File: src/hdl/gmms_pkg.sv
package gmms_pkg;

  localparam int CFG_W  = 12;
  localparam int CFG_AW = 3;
  localparam int IDX_W  = 11;

  localparam logic [CFG_AW-1:0] CFG_MODULE_SIZE  = 3'd0;
  localparam logic [CFG_AW-1:0] CFG_FINDER_ROW   = 3'd1;
  localparam logic [CFG_AW-1:0] CFG_FINDER_COL   = 3'd2;
  localparam logic [CFG_AW-1:0] CFG_IMAGE_WIDTH  = 3'd3;
  localparam logic [CFG_AW-1:0] CFG_IMAGE_HEIGHT = 3'd4;

  localparam logic [6:0]  MODULE_SIZE_RST  = 7'd8;
  localparam logic [11:0] IMAGE_WIDTH_RST  = 12'd640;
  localparam logic [11:0] IMAGE_HEIGHT_RST = 12'd480;

  typedef struct packed {
    logic hit;
    logic first;
    logic last;
  } cell_flags_t;

endpackage

File: src/hdl/gmms_div.sv
module gmms_div #(
  parameter int N = 11,
  parameter int D = 7,
  localparam int SW = $clog2(N + 1)
) (
  input  logic         clk,
  input  logic         rst,
  input  logic         start,
  input  logic [N-1:0] dividend,
  input  logic [D-1:0] divisor,
  output logic         busy,
  output logic         done,
  output logic [N-1:0] quot,
  output logic [D-1:0] rem
);

  logic [SW-1:0] step;
  logic [N-1:0]  dvd;
  logic [D-1:0]  dsr;
  logic [D:0]    trial;
  logic [D:0]    diff;
  logic          ge;
  logic [D-1:0]  rem_next;

  assign trial    = {rem, dvd[N-1]};
  assign ge       = trial >= {1'b0, dsr};
  assign diff     = trial - {1'b0, dsr};
  assign rem_next = ge ? diff[D-1:0] : trial[D-1:0];

  always_ff @(posedge clk) begin
    if (rst) begin
      busy <= 1'b0;
      done <= 1'b0;
      step <= '0;
    end else begin
      done <= 1'b0;
      if (start) begin
        busy <= 1'b1;
        step <= '0;
      end else if (busy) begin
        step <= step + SW'(1);
        if (step == SW'(N - 1)) begin
          busy <= 1'b0;
          done <= 1'b1;
        end
      end
    end
  end

  always_ff @(posedge clk) begin
    if (start) begin
      dvd  <= dividend;
      dsr  <= divisor;
      rem  <= '0;
      quot <= '0;
    end else if (busy) begin
      dvd  <= dvd << 1;
      rem  <= rem_next;
      quot <= {quot[N-2:0], ge};
    end
  end

endmodule

File: src/hdl/gmms_locate.sv
module gmms_locate #(
  parameter int MAX_WIDTH = 2048,
  parameter int MAX_MODULE = 64,
  localparam int POS_W = ($clog2(MAX_WIDTH) > 11) ? $clog2(MAX_WIDTH) : 11,
  localparam int DIM_W = POS_W + 1,
  localparam int SZ_W = $clog2(MAX_MODULE + 1),
  localparam int IC_W = $clog2(MAX_MODULE),
  localparam int SUB_W = (SZ_W + 3 > 12) ? SZ_W + 3 : 12
) (
  input  logic                        clk,
  input  logic                        rst,
  input  logic                        cfg_we,
  input  logic [gmms_pkg::CFG_AW-1:0] cfg_addr,
  input  logic [gmms_pkg::CFG_W-1:0]  cfg_data,
  input  logic                        advance,
  input  logic                        frame_start,
  output logic                        busy,
  output logic [SZ_W-1:0]             sz,
  output gmms_pkg::cell_flags_t       flags,
  output logic [POS_W-1:0]            cell_row,
  output logic [POS_W-1:0]            cell_col
);

  logic [6:0]  module_size;
  logic [10:0] finder_row;
  logic [10:0] finder_col;
  logic [11:0] image_width;
  logic [11:0] image_height;

  logic [DIM_W-1:0] w;
  logic [DIM_W-1:0] h;
  logic [POS_W-1:0] sr;
  logic [POS_W-1:0] sc;

  logic [POS_W-1:0] row_pos;
  logic [POS_W-1:0] col_pos;
  logic [IC_W-1:0]  row_in_cell;
  logic [IC_W-1:0]  col_in_cell;
  logic [POS_W-1:0] cell_row_index;
  logic [POS_W-1:0] cell_col_index;
  logic             recalc_req;

  logic [POS_W-1:0] r_e, c_e, kr_e, kc_e;
  logic [IC_W-1:0]  ir_e, ic_e;
  logic [DIM_W-1:0] row_end, col_end, row_inc, col_inc;
  logic             col_wrap, ic_wrap, ir_wrap;

  logic [POS_W-1:0] row_pos_next, col_pos_next, cell_row_index_next, cell_col_index_next;
  logic [IC_W-1:0]  row_in_cell_next, col_in_cell_next;

  logic [POS_W-1:0] row_dvd, col_dvd, row_quot, col_quot;
  logic [SZ_W-1:0]  row_rem, col_rem;
  logic             row_busy, col_busy, row_done, col_done;

  function automatic logic [POS_W-1:0] grid_start(input logic [10:0] finder,
                                                  input logic [SZ_W-1:0] s);
    logic [SUB_W-1:0] twice;
    logic [SUB_W-1:0] back;
    logic [SUB_W-1:0] span;
    twice = SUB_W'({finder, 1'b0});
    back  = (SUB_W'(s) << 2) + SUB_W'(s);
    span  = (twice - back) >> 1;
    return (twice < back) ? '0 : POS_W'(span);
  endfunction

  always_comb begin
    if (module_size == '0) begin
      sz = SZ_W'(1);
    end else if (int'(module_size) > MAX_MODULE) begin
      sz = SZ_W'(MAX_MODULE);
    end else begin
      sz = SZ_W'(module_size);
    end
    if (image_width == '0) begin
      w = DIM_W'(1);
    end else if (DIM_W'(image_width) > DIM_W'(MAX_WIDTH)) begin
      w = DIM_W'(MAX_WIDTH);
    end else begin
      w = DIM_W'(image_width);
    end
    if (image_height == '0) begin
      h = DIM_W'(1);
    end else if (DIM_W'(image_height) > DIM_W'(MAX_WIDTH)) begin
      h = DIM_W'(MAX_WIDTH);
    end else begin
      h = DIM_W'(image_height);
    end
  end

  assign sr = grid_start(finder_row, sz);
  assign sc = grid_start(finder_col, sz);

  assign r_e  = frame_start ? '0 : row_pos;
  assign c_e  = frame_start ? '0 : col_pos;
  assign ir_e = frame_start ? '0 : row_in_cell;
  assign ic_e = frame_start ? '0 : col_in_cell;
  assign kr_e = frame_start ? '0 : cell_row_index;
  assign kc_e = frame_start ? '0 : cell_col_index;

  assign row_end = DIM_W'(r_e) - DIM_W'(ir_e) + DIM_W'(sz);
  assign col_end = DIM_W'(c_e) - DIM_W'(ic_e) + DIM_W'(sz);

  assign flags.hit   = (r_e >= sr) && (c_e >= sc) && (row_end < h) && (col_end < w);
  assign flags.first = (ir_e == '0) && (ic_e == '0);
  assign flags.last  = (SZ_W'(ir_e) == sz - SZ_W'(1)) && (SZ_W'(ic_e) == sz - SZ_W'(1));
  assign cell_row    = kr_e;
  assign cell_col    = kc_e;

  assign col_inc  = DIM_W'(c_e) + DIM_W'(1);
  assign row_inc  = DIM_W'(r_e) + DIM_W'(1);
  assign col_wrap = col_inc >= w;
  assign ic_wrap  = SZ_W'(ic_e) + SZ_W'(1) == sz;
  assign ir_wrap  = SZ_W'(ir_e) + SZ_W'(1) == sz;

  always_comb begin
    col_pos_next = col_wrap ? '0 : col_inc[POS_W-1:0];
    row_pos_next = r_e;
    if (col_wrap) begin
      row_pos_next = (row_inc >= h) ? '0 : row_inc[POS_W-1:0];
    end

    if (col_pos_next == sc) begin
      col_in_cell_next    = '0;
      cell_col_index_next = '0;
    end else if (ic_wrap) begin
      col_in_cell_next    = '0;
      cell_col_index_next = kc_e + POS_W'(1);
    end else begin
      col_in_cell_next    = ic_e + IC_W'(1);
      cell_col_index_next = kc_e;
    end

    row_in_cell_next    = ir_e;
    cell_row_index_next = kr_e;
    if (col_wrap) begin
      if (row_pos_next == sr) begin
        row_in_cell_next    = '0;
        cell_row_index_next = '0;
      end else if (ir_wrap) begin
        row_in_cell_next    = '0;
        cell_row_index_next = kr_e + POS_W'(1);
      end else begin
        row_in_cell_next    = ir_e + IC_W'(1);
      end
    end
  end

  assign row_dvd = (row_pos >= sr) ? row_pos - sr : '0;
  assign col_dvd = (col_pos >= sc) ? col_pos - sc : '0;

  gmms_div #(.N(POS_W), .D(SZ_W)) u_row_div (
    .clk      (clk),
    .rst      (rst),
    .start    (recalc_req),
    .dividend (row_dvd),
    .divisor  (sz),
    .busy     (row_busy),
    .done     (row_done),
    .quot     (row_quot),
    .rem      (row_rem)
  );

  gmms_div #(.N(POS_W), .D(SZ_W)) u_col_div (
    .clk      (clk),
    .rst      (rst),
    .start    (recalc_req),
    .dividend (col_dvd),
    .divisor  (sz),
    .busy     (col_busy),
    .done     (col_done),
    .quot     (col_quot),
    .rem      (col_rem)
  );

  assign busy = recalc_req | row_busy | col_busy | row_done | col_done;

  always_ff @(posedge clk) begin
    if (rst) begin
      module_size    <= gmms_pkg::MODULE_SIZE_RST;
      finder_row     <= '0;
      finder_col     <= '0;
      image_width    <= gmms_pkg::IMAGE_WIDTH_RST;
      image_height   <= gmms_pkg::IMAGE_HEIGHT_RST;
      recalc_req     <= 1'b0;
      row_pos        <= '0;
      col_pos        <= '0;
      row_in_cell    <= '0;
      col_in_cell    <= '0;
      cell_row_index <= '0;
      cell_col_index <= '0;
    end else begin
      recalc_req <= cfg_we;
      if (cfg_we) begin
        case (cfg_addr)
          gmms_pkg::CFG_MODULE_SIZE:  module_size  <= cfg_data[6:0];
          gmms_pkg::CFG_FINDER_ROW:   finder_row   <= cfg_data[10:0];
          gmms_pkg::CFG_FINDER_COL:   finder_col   <= cfg_data[10:0];
          gmms_pkg::CFG_IMAGE_WIDTH:  image_width  <= cfg_data;
          gmms_pkg::CFG_IMAGE_HEIGHT: image_height <= cfg_data;
          default: ;
        endcase
      end
      if (advance) begin
        row_pos        <= row_pos_next;
        col_pos        <= col_pos_next;
        row_in_cell    <= row_in_cell_next;
        col_in_cell    <= col_in_cell_next;
        cell_row_index <= cell_row_index_next;
        cell_col_index <= cell_col_index_next;
      end else if (row_done && col_done) begin
        row_in_cell    <= IC_W'(row_rem);
        col_in_cell    <= IC_W'(col_rem);
        cell_row_index <= row_quot;
        cell_col_index <= col_quot;
      end
    end
  end

endmodule

File: config.mk
export PLATFORM = sky130hd
export DESIGN_NAME = gmms_locate
export DESIGN_NICKNAME = d
export VERILOG_FILES = /design/src/hdl/gmms_pkg.sv /design/src/hdl/gmms_div.sv /design/src/hdl/gmms_locate.sv
export SDC_FILE = /design/constraint.sdc
export NUM_CORES = 1
export LEC_CHECK = 0
export ABC_AREA = 1
export BUFFER_PORTS_ARGS = -buffer_cell sky130_fd_sc_hd__buf_2
export CAP_MARGIN = 30
export CORE_MARGIN = 1.5
export CORE_UTILIZATION = 60
export CTS_CLUSTER_SIZE = 14
export DETAILED_ROUTE_END_ITERATION = 7
export GPL_TIMING_DRIVEN = 1
export PLACE_DENSITY = 0.87
export RECOVER_POWER = 50
export SYNTH_ARGS = -nofsm -noshare
export SYNTH_HDL_FRONTEND = slang
export SYNTH_SLANG_ARGS = --single-unit
export TNS_END_PERCENT = 1
File: constraint.sdc
create_clock -name clk -period 7 [get_ports clk]
set_clock_uncertainty 0.15 [all_clocks]
set_input_delay 0.35 -clock clk [delete_from_list [all_inputs] [get_ports clk]]
set_output_delay 0.35 -clock clk [all_outputs]
set_load 0.1 [all_outputs]
# Word-level counts from Yosys, hierarchy flattened
# Index checks and enable logic that the tools add are counted.
# word_totals
register_bits	187
inputBits	20
wordCells	154
# op_classes
n_addsub	22
order_cmp	15
eq_ne	12
mux	51
n_bitwise	6
reduce_logical	23
# op_table
cell	n
$mux W11	24
$mux W6	11
$mux W12	4
$ge A11 B11 Y1	4
$lt A12 B12 Y1	3
$mux W7	4
$add A11 B1 Y12 const B	2
$add A12 B7 Y12	2
$ge A12 B12 Y1	2
$gt A12 B12 Y1 const B	2
$logic_not A12 Y1	2
$sub A11 B6 Y12	2
$add A11 B1 Y11 const B	2
$eq A11 B11 Y1	2
$sub A11 B11 Y11	2
$ge A8 B7 Y1	2
$add A6 B1 Y7 const B	2
$eq A6 B7 Y1	2
$eq A7 B7 Y1	2
$sub A7 B7 Y7	2
$add A6 B1 Y6 const B	2
$logic_not A6 Y1	2
$lt A12 B10 Y1	1
$sub A12 B10 Y12	1
other kinds (19)	45

# Logic depth before layout (Yosys ltp)
# logic_depth
ltp_word	10
ltp_mapped	42

# Hierarchy
# From an unflattened synthesis, not the netlist that was laid out.
# hier_totals
cells_unflattened	2357
area_unflattened_um2	16195.5
# modules_own_cells
module	n_inst	cells_per_inst	area_per_inst_um2
gmms_locate	1	1915	12174.2
gmms_div	2	221	2010.7

# Least setup slack after synthesis
# No wires, ideal clock.
# synth_timing
kind	register to output
start	reg module_size[6]
end	out flags[2] (netlist name)
t_arrival_ps	7222
t_required_ps	6500
slack_ps	-722
stages_incl_launch_ff	27
path_cell_list	dfxtp_1 buf_6 nor2_1 inv_1 fa_1 inv_1 ha_1 nand3_1 nand2_1 a21oi_1 o21bai_1 a21oi_1 o21bai_1 nand2_1 o21ai_0 a21oi_1 nor2_1 nor2_1 xor2_1 ha_1 nand2_1 inv_1 nand4_1 nand4_1 a2111oi_0 o2111ai_1 nor2_1
# synth_lines
item	line	text
start: declaration	gmms_locate.sv:24	logic [6:0] module_size;
start signal: assignment	gmms_locate.sv:179	module_size <= gmms_pkg::MODULE_SIZE_RST;
start signal: assignment	gmms_locate.sv:195	gmms_pkg::CFG_MODULE_SIZE: module_size <= cfg_data[6:0];
end: declaration	gmms_locate.sv:19	output gmms_pkg::cell_flags_t flags,

==> results.sh <==
export IMPL_power_mw=3.55
export IMPL_grt_pass1_vias=14068
export IMPL_timing_hold_ws_ps=13.9
export IMPL_fin_crit_ps=6590
export IMPL_power_density_mw_per_mm2=216
export IMPL_die_area_mm2=0.0266
export IMPL_root_buffer="clkbuf_16"
export IMPL_cts_inserted_buffers=17
export IMPL_rows=58
export IMPL_viasPerCell=5.78
export IMPL_initial_core_util=0.612
export IMPL_clk_pin_slew_ps=80
export IMPL_fillerInstances=2166
export IMPL_synth_distinct_cells=62
export IMPL_dpl_cell_area_mm2=0.0159
export IMPL_synth_edf_count=29
export IMPL_hold_violations=0
export IMPL_antenna_found_initial=0
export IMPL_setup_viol=0
export IMPL_io_pins=53
export IMPL_drc=0
export IMPL_leakage_nw=7.78
export IMPL_post_cts_buffers=0
export IMPL_cts_tree="yes"
export IMPL_grt_max_degree=87
export IMPL_drt_iter0_drc=1458
export IMPL_layout_common_cells="396 x nand2_1, 360 x inv_1, 193 x o21ai_0"
export IMPL_crit_type="register to output pin"
export IMPL_violations="max-capacitance violations, max-slew violations"
export IMPL_ir_drop_mv=0.152
export IMPL_layout_setup_ws_ps=413
export IMPL_slowest_delay_ps=500
export IMPL_seq_area_frac_synth=0.262
export IMPL_clock_path_buffers=2
export IMPL_netlist_area_mm2=0.0154
export IMPL_dp_hpwl_mm=32.1
export IMPL_required_ps=6500
export IMPL_ant_nets=0
export IMPL_dpl_worst_slack_ps=428
export IMPL_place_gp_congestion=0.995
export IMPL_crit_path_end_kind="output pin"
export IMPL_cpMostUsedCell="nand2_1"
export IMPL_core_mm2=0.0252
export IMPL_antenna_cells=0
export IMPL_nets=2442
export IMPL_path_max_fanout=14
export IMPL_syn2layout_area_growth_pct=6.63
export IMPL_rsz0062_at_grt="no"
export IMPL_cp_slowest_cell="fa_1"
export IMPL_start_kind="register"
export IMPL_final_common_cell="nand2_1"
export IMPL_period_share=0.941
export IMPL_die_width_um=163
export IMPL_htree_num_levels=4
export IMPL_wirelength_mm=42.0
export IMPL_ys_ff_latch=187
export IMPL_final_cells=2584
export IMPL_fin_tns_setup_ps=0
export IMPL_async_reset_ff_frac=0
export IMPL_synthFlopType="dfxtp_1"
export IMPL_dp_cells=2552
export IMPL_slew_viol_final=142
export IMPL_seqCellArea_mm2=0.00404
export IMPL_status="complete, but fails checks"
export IMPL_arrival_ps=6090
export IMPL_slew_headroom=-1.31
export IMPL_gr_total_overflow=0
export IMPL_hold_class="input port to register"
export IMPL_clk_latency_ps=450
export IMPL_netlist_instances=2221
export IMPL_vias=14945
export IMPL_synth_area_per_cell_um2=6.93
export IMPL_drive_gt1_frac=0.0679
export IMPL_wl_per_cell_um=16.2
export IMPL_fmax_mhz=152
export IMPL_drv_cap=3
export IMPL_die_y_um=163
export IMPL_fin_util=0.652
export IMPL_first_pass_iters=6
export IMPL_multiInputGateArea_mm2=0.00970
export IMPL_ys_warn_count=0
export IMPL_fin_area_mm2=0.0164
export IMPL_worst_pin_slew_ps=3460
export IMPL_grt_pass1_wl_mm=67.9
export IMPL_cts_sinks=187
export IMPL_portBuffers=52
export IMPL_grt_usage=0.317
-- registers in the layout, summed over array words and instances, names as in the netlist, 11 cells and up --
name,cells
cell_col_index,11
cell_row_index,11
col_pos,11
finder_col,11
finder_row,11
image_height,12
image_width,12
row_pos,11
u_col_div.dvd,11
u_col_div.quot,11
u_row_div.dvd,11
u_row_div.quot,11
-- what timing repair did --
action,CTS,global route
hold buffers,0,0
hold endpoints to repair,0,0
setup endpoints to repair,1,5
gates cloned,0,0
resized for setup,1,6
-- synth_stat cells (9+ instances only) --
cell,n,area share
nor3_1,30,0.0097
edfxtp_1,29,0.057
o21bai_1,9,0.0044
nand3_1,103,0.033
a21oi_1,178,0.058
o22ai_1,38,0.015
xnor2_1,26,0.015
a21oi_2,10,0.0057
clkbuf_1,49,0.012
nand4_1,26,0.011
fa_1,15,0.019
nor2_1,186,0.045
nand3_2,9,0.0058
o21ai_0,194,0.063
nand2_2,25,0.010
nor2_2,13,0.0053
inv_1,361,0.088
nand2_1,394,0.096
xor2_1,80,0.045
nand3b_1,13,0.0063
dfxtp_1,158,0.21
ha_1,166,0.13
-- worst paths after layout --
check / startpoint / endpoint / slack, ps / cells after the start
max: module_size[6]$_SDFFE_PP0P_ / flags[2] / 410 / 28
min: cfg_we / recalc_req$_SDFF_PP0_ / 10 / 3
max reg2reg: module_size[6]$_SDFFE_PP0P_ / u_row_div.dvd[2]$_DFFE_PP_ / 640 / 32
min reg2reg: u_col_div.rem[6]$_SDFFE_PP0P_ / u_col_div.rem[6]$_SDFFE_PP0P_ / 320 / 2
-- cell type report --
cell class,instances,area share
multi-input cells,1603,0.591
inverters,370,0.0850
clock inverters,14,0.00899
repair buffers,62,0.0181
well taps,330,0.0251
clock buffers,18,0.0261
flip-flops and latches,187,0.246
-- worst max-delay path, delay by kind of cell, from the launching register on --
family                     cells  cell delay (ps)
AOI/OAI and AO/OA              7             1330
adders and majority gates      4             1490
buffers and inverters          5              750
DFF                            1              450
and+or+nand+nor               12             1590
-- report_power, final --
part / leakage [nW] / internal [mW] / switching [mW]
logic: 5.92 / 0.455 / 0.875
clock network: 0.287 / 0.479 / 0.499
registers: 1.57 / 1.18 / 0.0634
-- routing by layer --
layer | GRT usage | wire, µm
met5 | 0 | 0
met4 | 0.108 | 1020
met3 | 0.0371 | 3280
met2 | 0.538 | 19800
met1 | 0.415 | 17800
-- cells by family (layout without fill, tap and decap cells) --
group                    after synthesis  after routing  synth area share
buffers and inverters                432            464             0.109
other                                  1              2          0.000243
AND/OR/NAND/NOR                      836            836             0.245
XOR/XNOR                             106            106            0.0603
adder cells (fa/ha/maj)              181            181             0.154
AO/OA/AOI/OAI                        478            478             0.170
flip-flops                           187            187             0.262
No activity file was read; power rests on OpenSTA's default activity.
